--- config.mk ---
export PLATFORM = sky130hd
export DESIGN_NAME = dda_line_rasterizer
export DESIGN_NICKNAME = d
export VERILOG_FILES = /design/src/sv/dda_pkg.sv /design/src/sv/dda_front.sv /design/src/sv/dda_div.sv /design/src/sv/dda_back.sv /design/src/sv/dda_line_rasterizer.sv
export SDC_FILE = /design/constraint.sdc
export NUM_CORES = 1
export LEC_CHECK = 0
export BUFFER_PORTS_ARGS = -buffer_cell sky130_fd_sc_hd__buf_2
export CORE_MARGIN = 2
export CORE_UTILIZATION = 40
export CTS_CLUSTER_DIAMETER = 40
export DETAILED_ROUTE_END_ITERATION = 8
export PLACE_DENSITY_LB_ADDON = 0.25
export SYNTH_ARGS = -nofsm -noshare
export SYNTH_HDL_FRONTEND = slang
export SYNTH_HIERARCHICAL = 1
export SYNTH_SLANG_ARGS = --single-unit
--- constraint.sdc ---
create_clock -name clk -period 14.2 [get_ports clk]
set_clock_uncertainty 0.1 [all_clocks]
set_input_delay 3.55 -clock clk [delete_from_list [all_inputs] [get_ports clk]]
set_output_delay 3.55 -clock clk [all_outputs]
set_load 0.02 [all_outputs]
--- src/sv/dda_pkg.sv ---
// Shared constants, command type and back-end state type for the DDA line rasterizer.
// No dependencies; imported by every other module of the block.
`timescale 1ns / 1ps

package dda_pkg;

  // Coordinate and fixed-point geometry
  localparam int COORD_BITS = 10;
  localparam int FRAC_BITS  = 16;
  localparam int POS_W      = COORD_BITS + FRAC_BITS + 1;
  localparam int STEP_W     = FRAC_BITS + 2;
  localparam int QUOT_W     = FRAC_BITS + 1;
  localparam int REM_W      = COORD_BITS + 1;
  localparam int DIV_ITERS  = QUOT_W;
  localparam int DIV_CNT_W  = $clog2(DIV_ITERS);

  // Command queue geometry
  localparam int QDEPTH = 2;
  localparam int QPTR_W = $clog2(QDEPTH);
  localparam int QCNT_W = $clog2(QDEPTH + 1);

  // Input item kinds
  localparam logic KIND_START   = 1'b0;
  localparam logic KIND_ADVANCE = 1'b1;

  // Classified command passed from the front end to the back end
  typedef struct packed {
    logic                  is_start;
    logic [COORD_BITS-1:0] x_start;
    logic [COORD_BITS-1:0] y_start;
    logic [COORD_BITS-1:0] mag_x;
    logic [COORD_BITS-1:0] mag_y;
    logic                  neg_x;
    logic                  neg_y;
    logic [COORD_BITS-1:0] steps;
  } cmd_t;

  // Back-end sequencer states
  typedef enum logic {
    BK_RUN,
    BK_DIV
  } back_state_t;

endpackage

--- src/sv/dda_front.sv ---
// Front end: accepts input transfers, computes deltas and step count, queues commands.
// Depends on dda_pkg.
`timescale 1ns / 1ps

module dda_front (
  input  logic                          clk,
  input  logic                          rst,
  input  logic                          in_valid,
  output logic                          in_ready,
  input  logic                          kind,
  input  logic [dda_pkg::COORD_BITS-1:0] x_start,
  input  logic [dda_pkg::COORD_BITS-1:0] y_start,
  input  logic [dda_pkg::COORD_BITS-1:0] x_end,
  input  logic [dda_pkg::COORD_BITS-1:0] y_end,
  output logic                          head_valid,
  output dda_pkg::cmd_t                 head,
  input  logic                          pop
);
  import dda_pkg::*;

  cmd_t              entry [QDEPTH];
  cmd_t              cmd_in;
  logic [QPTR_W-1:0] wr_ptr;
  logic [QPTR_W-1:0] rd_ptr;
  logic [QCNT_W-1:0] count;
  logic              push;
  logic              do_pop;

  // Classify: signs, magnitudes and major-axis length
  always_comb begin
    cmd_in.is_start = (kind == KIND_START);
    cmd_in.x_start  = x_start;
    cmd_in.y_start  = y_start;
    cmd_in.neg_x    = x_end < x_start;
    cmd_in.neg_y    = y_end < y_start;
    cmd_in.mag_x    = cmd_in.neg_x ? (x_start - x_end) : (x_end - x_start);
    cmd_in.mag_y    = cmd_in.neg_y ? (y_start - y_end) : (y_end - y_start);
    cmd_in.steps    = (cmd_in.mag_x > cmd_in.mag_y) ? cmd_in.mag_x : cmd_in.mag_y;
  end

  assign in_ready   = (count != QCNT_W'(QDEPTH));
  assign push       = in_valid && in_ready;
  assign head_valid = (count != '0);
  assign do_pop     = pop && head_valid;
  assign head       = entry[rd_ptr];

  // Store classified commands
  always_ff @(posedge clk) begin
    if (push) begin
      entry[wr_ptr] <= cmd_in;
    end
  end

  // Advance queue pointers and fill count
  always_ff @(posedge clk) begin
    if (rst) begin
      wr_ptr <= '0;
      rd_ptr <= '0;
      count  <= '0;
    end else begin
      if (push) begin
        wr_ptr <= wr_ptr + 1'b1;
      end
      if (do_pop) begin
        rd_ptr <= rd_ptr + 1'b1;
      end
      case ({push, do_pop})
        2'b10:   count <= count + 1'b1;
        2'b01:   count <= count - 1'b1;
        default: count <= count;
      endcase
    end
  end

endmodule

--- src/sv/dda_div.sv ---
// Bit-serial restoring divider: both axis increments, (mag << FRAC_BITS) / steps.
// Depends on dda_pkg. One quotient bit per axis each cycle.
`timescale 1ns / 1ps

module dda_div (
  input  logic                           clk,
  input  logic                           rst,
  input  logic                           start,
  input  logic [dda_pkg::COORD_BITS-1:0] divisor,
  input  logic [dda_pkg::COORD_BITS-1:0] mag_x,
  input  logic [dda_pkg::COORD_BITS-1:0] mag_y,
  output logic                           done,
  output logic [dda_pkg::QUOT_W-1:0]     quot_x,
  output logic [dda_pkg::QUOT_W-1:0]     quot_y
);
  import dda_pkg::*;

  logic [COORD_BITS-1:0] dvs;
  logic [REM_W-1:0]      rem_x;
  logic [REM_W-1:0]      rem_y;
  logic [REM_W:0]        diff_x;
  logic [REM_W:0]        diff_y;
  logic [REM_W-1:0]      rem_x_next;
  logic [REM_W-1:0]      rem_y_next;
  logic [DIV_CNT_W-1:0]  cnt;
  logic                  busy;

  // Trial subtract; the dividend starts at most equal to the divisor
  always_comb begin
    diff_x     = {1'b0, rem_x} - {2'b00, dvs};
    diff_y     = {1'b0, rem_y} - {2'b00, dvs};
    rem_x_next = diff_x[REM_W] ? rem_x : diff_x[REM_W-1:0];
    rem_y_next = diff_y[REM_W] ? rem_y : diff_y[REM_W-1:0];
  end

  // Datapath: partial remainders and quotients
  always_ff @(posedge clk) begin
    if (start) begin
      dvs    <= divisor;
      rem_x  <= {1'b0, mag_x};
      rem_y  <= {1'b0, mag_y};
      quot_x <= '0;
      quot_y <= '0;
    end else if (busy) begin
      rem_x  <= {rem_x_next[REM_W-2:0], 1'b0};
      rem_y  <= {rem_y_next[REM_W-2:0], 1'b0};
      quot_x <= {quot_x[QUOT_W-2:0], ~diff_x[REM_W]};
      quot_y <= {quot_y[QUOT_W-2:0], ~diff_y[REM_W]};
    end
  end

  // Iteration control
  always_ff @(posedge clk) begin
    if (rst) begin
      busy <= 1'b0;
      cnt  <= '0;
      done <= 1'b0;
    end else begin
      done <= busy && (cnt == '0);
      if (start) begin
        busy <= 1'b1;
        cnt  <= DIV_CNT_W'(DIV_ITERS - 1);
      end else if (busy) begin
        if (cnt == '0) begin
          busy <= 1'b0;
        end else begin
          cnt <= cnt - 1'b1;
        end
      end
    end
  end

endmodule

--- src/sv/dda_back.sv ---
// Back end: pops commands, runs the increment division on starts, steps and emits pixels.
// Depends on dda_pkg and dda_div.
`timescale 1ns / 1ps

module dda_back (
  input  logic                           clk,
  input  logic                           rst,
  input  logic                           head_valid,
  input  dda_pkg::cmd_t                  head,
  output logic                           pop,
  output logic                           out_valid,
  input  logic                           out_ready,
  output logic [dda_pkg::COORD_BITS-1:0] pixel_x,
  output logic [dda_pkg::COORD_BITS-1:0] pixel_y,
  output logic                           last
);
  import dda_pkg::*;

  back_state_t           state;
  back_state_t           state_next;
  logic                  div_start;
  logic                  div_done;
  logic [QUOT_W-1:0]     quot_x;
  logic [QUOT_W-1:0]     quot_y;
  logic                  emit;
  logic                  load_start;
  logic [POS_W-1:0]      pos_x;
  logic [POS_W-1:0]      pos_y;
  logic [STEP_W-1:0]     step_x;
  logic [STEP_W-1:0]     step_y;
  logic [COORD_BITS-1:0] remaining;
  logic [COORD_BITS-1:0] pend_steps;
  logic                  pend_neg_x;
  logic                  pend_neg_y;
  logic [POS_W-1:0]      round_x;
  logic [POS_W-1:0]      round_y;
  logic [STEP_W-1:0]     mag_step_x;
  logic [STEP_W-1:0]     mag_step_y;

  localparam logic [POS_W-1:0] HALF_LSB = POS_W'(1) << (FRAC_BITS - 1);

  dda_div u_div (
    .clk     (clk),
    .rst     (rst),
    .start   (div_start),
    .divisor (head.steps),
    .mag_x   (head.mag_x),
    .mag_y   (head.mag_y),
    .done    (div_done),
    .quot_x  (quot_x),
    .quot_y  (quot_y)
  );

  // Next state
  always_comb begin
    state_next = state;
    unique case (state)
      BK_RUN: begin
        if (head_valid && head.is_start && (head.steps != '0)) begin
          state_next = BK_DIV;
        end
      end
      BK_DIV: begin
        if (div_done) begin
          state_next = BK_RUN;
        end
      end
      default: state_next = BK_RUN;
    endcase
  end

  // Sequencer outputs: pop, divider kick, pixel emit
  always_comb begin
    pop        = 1'b0;
    div_start  = 1'b0;
    emit       = 1'b0;
    load_start = 1'b0;
    unique case (state)
      BK_RUN: begin
        if (head_valid) begin
          if (head.is_start) begin
            pop        = 1'b1;
            load_start = 1'b1;
            div_start  = (head.steps != '0);
          end else if (remaining == '0) begin
            pop = 1'b1;
          end else if (!out_valid || out_ready) begin
            pop  = 1'b1;
            emit = 1'b1;
          end
        end
      end
      BK_DIV: begin
        pop = 1'b0;
      end
      default: begin
        pop = 1'b0;
      end
    endcase
  end

  always_ff @(posedge clk) begin
    if (rst) begin
      state <= BK_RUN;
    end else begin
      state <= state_next;
    end
  end

  // Round half up to the pixel grid
  always_comb begin
    round_x    = pos_x + HALF_LSB;
    round_y    = pos_y + HALF_LSB;
    mag_step_x = {1'b0, quot_x};
    mag_step_y = {1'b0, quot_y};
  end

  // Line state: position, increments, pixels left
  always_ff @(posedge clk) begin
    if (rst) begin
      pos_x     <= '0;
      pos_y     <= '0;
      step_x    <= '0;
      step_y    <= '0;
      remaining <= '0;
    end else if (load_start) begin
      pos_x     <= {1'b0, head.x_start, {FRAC_BITS{1'b0}}};
      pos_y     <= {1'b0, head.y_start, {FRAC_BITS{1'b0}}};
      step_x    <= '0;
      step_y    <= '0;
      remaining <= '0;
    end else if (div_done) begin
      step_x    <= pend_neg_x ? (~mag_step_x + 1'b1) : mag_step_x;
      step_y    <= pend_neg_y ? (~mag_step_y + 1'b1) : mag_step_y;
      remaining <= pend_steps;
    end else if (emit) begin
      pos_x     <= pos_x + {{(POS_W-STEP_W){step_x[STEP_W-1]}}, step_x};
      pos_y     <= pos_y + {{(POS_W-STEP_W){step_y[STEP_W-1]}}, step_y};
      remaining <= remaining - 1'b1;
    end
  end

  // Hold start parameters while the division runs
  always_ff @(posedge clk) begin
    if (load_start) begin
      pend_steps <= head.steps;
      pend_neg_x <= head.neg_x;
      pend_neg_y <= head.neg_y;
    end
  end

  // Output register
  always_ff @(posedge clk) begin
    if (rst) begin
      out_valid <= 1'b0;
    end else if (emit) begin
      out_valid <= 1'b1;
    end else if (out_ready) begin
      out_valid <= 1'b0;
    end
  end

  always_ff @(posedge clk) begin
    if (emit) begin
      pixel_x <= round_x[FRAC_BITS +: COORD_BITS];
      pixel_y <= round_y[FRAC_BITS +: COORD_BITS];
      last    <= (remaining == COORD_BITS'(1));
    end
  end

endmodule

--- src/sv/dda_line_rasterizer.sv ---
// DDA line rasterizer top level. A pixel is computed when its advance transfer is at the head
// of the two-entry command queue and is presented from the output register; advances sustain
// one per cycle while the output is not stalled. A nonzero-length start holds the back end in
// BK_DIV for the serial divider (one quotient bit per cycle); zero-length starts and idle advances do not.
// Synchronous active-high reset empties the queue and leaves the rasterizer idle.
// Depends on dda_pkg, dda_front, dda_back (which holds dda_div).
`timescale 1ns / 1ps

module dda_line_rasterizer (
  input  logic                           clk,
  input  logic                           rst,
  input  logic                           in_valid,
  output logic                           in_ready,
  input  logic                           kind,
  input  logic [dda_pkg::COORD_BITS-1:0] x_start,
  input  logic [dda_pkg::COORD_BITS-1:0] y_start,
  input  logic [dda_pkg::COORD_BITS-1:0] x_end,
  input  logic [dda_pkg::COORD_BITS-1:0] y_end,
  output logic                           out_valid,
  input  logic                           out_ready,
  output logic [dda_pkg::COORD_BITS-1:0] pixel_x,
  output logic [dda_pkg::COORD_BITS-1:0] pixel_y,
  output logic                           last
);
  import dda_pkg::*;

  logic head_valid;
  cmd_t head;
  logic pop;

  dda_front u_front (
    .clk        (clk),
    .rst        (rst),
    .in_valid   (in_valid),
    .in_ready   (in_ready),
    .kind       (kind),
    .x_start    (x_start),
    .y_start    (y_start),
    .x_end      (x_end),
    .y_end      (y_end),
    .head_valid (head_valid),
    .head       (head),
    .pop        (pop)
  );

  dda_back u_back (
    .clk        (clk),
    .rst        (rst),
    .head_valid (head_valid),
    .head       (head),
    .pop        (pop),
    .out_valid  (out_valid),
    .out_ready  (out_ready),
    .pixel_x    (pixel_x),
    .pixel_y    (pixel_y),
    .last       (last)
  );

endmodule

==> results.toml <==
[placed_design]
preCtsSetupSlack_ns = 5.520
port_buffers = 67
globalplace.congestion = 0.8998
post_dp_hpwl_microns = 28750

[timing]
max_freq_mhz = 123.3
worst-slew-pin-transition_ns = 1.203
period_needed_ns = 8.110
rsz0062_at_grt = "false"
totalNegativeSetupSlack_ns = 0
setup_violations = 0
finalCritPeriodShare_pct = 57.12
timing.max_slew.rel_slack_pct = 19.79
postLayoutSetupSlackWorst_ns = 6.090
final_hold_vio_count = 0
final-max-slew-violation-count = 0

[power_and_ir_drop]
max-vdd-ir-drop_uv = 116.2
power.leakage_nw = 8.246
power-per-cell-area_nw_per_um2 = 204.3

[global_routing]
overflow_after_grt = 0
antenna_found_initial = 4
grt_first_pass_wirelength_microns = 66620
grt_max_degree = 75
first_global_vias = 12770
gr-usage-all-layers_pct = 17.61

[cts]
cts.repair.resized = 0
cts_sinks = 317
clk_transition_reported_paths_ns = 0.06
holdBufCountCts = 0
cts_tree = "yes"
largest_buffer_count_on_any_clock_path = 3
cts.root.buffer_cell = "clkbuf_16"
clk_latency_ns = 0.59
post_cts_buffers = 0
htree_levels = 2
cts-buffers-inserted = 50

[yosys]
synthesis.area_sq_um = 18040
ys_seq_elements = 317
post_synth_inst_count = 1788
ys_seq_area_share_pct = 44.56
synth-edff-count = 169
synth_cell_type_count = 91
synth-main-ff-cell = "edfxtp_1"
ys_async_sr_fraction_pct = 0
ys.warnings.count = 6
average_size_of_a_mapped_cell_sq_um = 10.09
syn-num-nets = 1967

[route]
drt-wirelength-per-cell_microns = 16.67
remaining_drc_errors = 0
drt_first_iter_violations = 779
drt-pass1-iter-count = 5
vias_per_cell = 5.280
ant_nets = 0
via_count = 13080
route.final.wire_length_microns = 41300

[outcome]
outcome = "finished clean"

[critical_path]
timing.critical_path.to_type = "flip-flop"
setup.worst_path.start_class = "input pin"
criticalPathCategory = "input pin to flip-flop"
worst_path_max_delay_cell = "a21oi_1"
critical_path.cell_chain = "buf_2, inv_1, ha_1, inv_1, fa_1, a21oi_1, o21ai_1, a21o_1, a21oi_1, mux2i_1, xnor2_1, inv_1, ha_1, a21o_1, a21oi_1, a21oi_1, o31ai_2, buf_4, mux2_2"
crit_arrival_ns = 8.35
critical-path-top-cell-by-count = "a21oi_1"
worst_path_largest_cell_delay_ns = 0.93
cp.required_ns = 14.44
critPathMaxFanout = 11

[hold_path]
type_of_the_tightest_min_delay_check = "flip-flop to flip-flop"

[die]
fp-row-count = 77
starting_density_of_the_core_pct = 40.70
dieArea_sq_um = 46810
core_sq_um = 44320
boundaryPins = 68
die-height_microns = 216.3
horizontal_die_dimension_microns = 216.3

[cells_and_area]
design.final.nets = 2021
layout-area-overhead-vs-synth_pct = 14.11
layout-drive-gt1-share_pct = 14.54

[run]
drv_cap = 0
kinds of logic after synthesis:
| logic type | after synthesis | synth area share (%) |
|---|---|---|
| buffers and inverters | 188 | 4.433 |
| muxes | 131 | 7.673 |
| DFF | 317 | 44.56 |
| xor gates and xnor gates | 128 | 6.216 |
| and+or+nand+nor | 456 | 11.56 |
| adders and majority gates | 134 | 9.629 |
| AOI/OAI and AO/OA | 434 | 15.92 |
area by class of cell:
class,count,area [sq um]
fill,4179,23740
multi-input combinational,1283,9239
sequential,317,8041
clock buffer,62,1390
tap,592,740.7
inverter,111,429.2
timing repair buffer,79,425.4
clock inverter,32,312.8
antenna,1,2.502
power breakdown:
group	internal, mW	switching (mW)	leakage (nW)
Clock	0.749	0.471	0.826
Combinational	0.616	0.988	4.65
Sequential	1.26	0.121	2.77
Total	2.63	1.58	8.25
worst paths after layout:
kind,slack (ns),start,cells past startpoint,to
hold / removal,0.36,u_back/pos_y[8],2,u_back/pos_y[8]
setup / recovery,6.09,y_end[0],19,u_front/entry[0][2]
setup reg to reg,10.15,flip-flop,9,u_back/u_div/rem_y[1]
hold reg to reg,0.36,u_back/pos_y[8],2,u_back/pos_y[8]
cells in the mapped netlist (all sizes together) (5+ instances only):
master | count | area (sq um)
a211oi | 41 | 312.8
a21o | 32 | 241.5
a21oi | 157 | 793.3
a22oi | 14 | 105.1
a311oi | 5 | 50.04
a31oi | 14 | 93.84
and2 | 7 | 43.79
and3 | 14 | 87.58
buf | 33 | 202.7
clkbuf | 44 | 167.7
dfxtp | 148 | 2963
edfxtp | 169 | 5075
fa | 8 | 160.2
ha | 126 | 1577
inv | 109 | 409.2
mux2 | 58 | 653.1
mux2i | 73 | 730.7
nand2 | 132 | 498.0
nand2b | 15 | 101.3
nand3 | 44 | 225.2
nand4 | 9 | 56.30
nor2 | 166 | 625.6
nor2b | 13 | 81.33
nor3 | 25 | 146.4
nor4 | 9 | 68.81
o211ai | 10 | 108.9
o21a | 9 | 67.56
o21ai | 68 | 351.6
o21bai | 14 | 105.1
o22ai | 9 | 56.30
o311ai | 7 | 101.4
o31ai | 12 | 100.1
o41ai | 7 | 61.31
or2 | 7 | 43.79
or3 | 9 | 56.30
xnor2 | 71 | 621.9
xor2 | 57 | 499.2
per-layer routing:
metal  GRT usage [%]  up-vias  share of wire, %
li1                -     6587                 -
met1           23.07     6196                46
met2           29.02      220                47
met3           3.930       72               4.6
met4           5.411        4               2.4
met5               0        -             0.056
stage by stage:
| stage | cell area [sq um] | hold slack (ns) | instances | power, mW | utilization, % |
|---|---|---|---|---|---|
| floorplan | 18040 | 0.3362 | 1788 | 2.608 | - |
| global placement | 18880 | 0.3426 | 2382 | 2.961 | 42.59 |
| detailed placement | 18880 | 0.3497 | 2382 | 3.003 | 42.59 |
| CTS | 20580 | 0.3616 | 2476 | 4.247 | 46.43 |
| global route | 20580 | 0.3755 | 2476 | 4.484 | 46.43 |
| finish | 20580 | 0.3559 | 2477 | 4.206 | 46.44 |
critical path: cells and delay by family:
family	cells	cell delay [ns]
xor gates and xnor gates	1	0.37
AOI/OAI and AO/OA	8	2.53
muxes	2	0.57
buffers and inverters	5	0.58
adders and majority gates	3	0.75
placed cells by master (no fill, tap or decap), types with 14 or more instances in the layout:
cell type / n
xor2_1: 57
nor3_1: 22
o21bai_1: 14
nor2_1: 164
buf_2: 67
ha_1: 126
mux2i_1: 73
xnor2_1: 71
a211oi_1: 40
inv_1: 107
clkbuf_16: 53
mux2_2: 58
dfxtp_1: 145
a21o_1: 31
edfxtp_1: 169
o21ai_0: 58
a22oi_1: 14
a21oi_1: 155
nand2_1: 131
nand3_1: 43
registers in the layout, summed over array words and instances, names as in the netlist, 2 cells and up, named ones only:
signal	flops
u_back/pend_steps	10
u_back/pixel_x	10
u_back/pixel_y	10
u_back/pos_x	26
u_back/pos_y	26
u_back/remaining	10
u_back/step_x	18
u_back/step_y	18
u_back/u_div/cnt	5
u_back/u_div/dvs	10
u_back/u_div/quot_x	17
u_back/u_div/quot_y	17
u_back/u_div/rem_x	11
u_back/u_div/rem_y	11
u_front/count	2
u_front/entry	106
No activity file was read; power rests on OpenSTA's default activity.
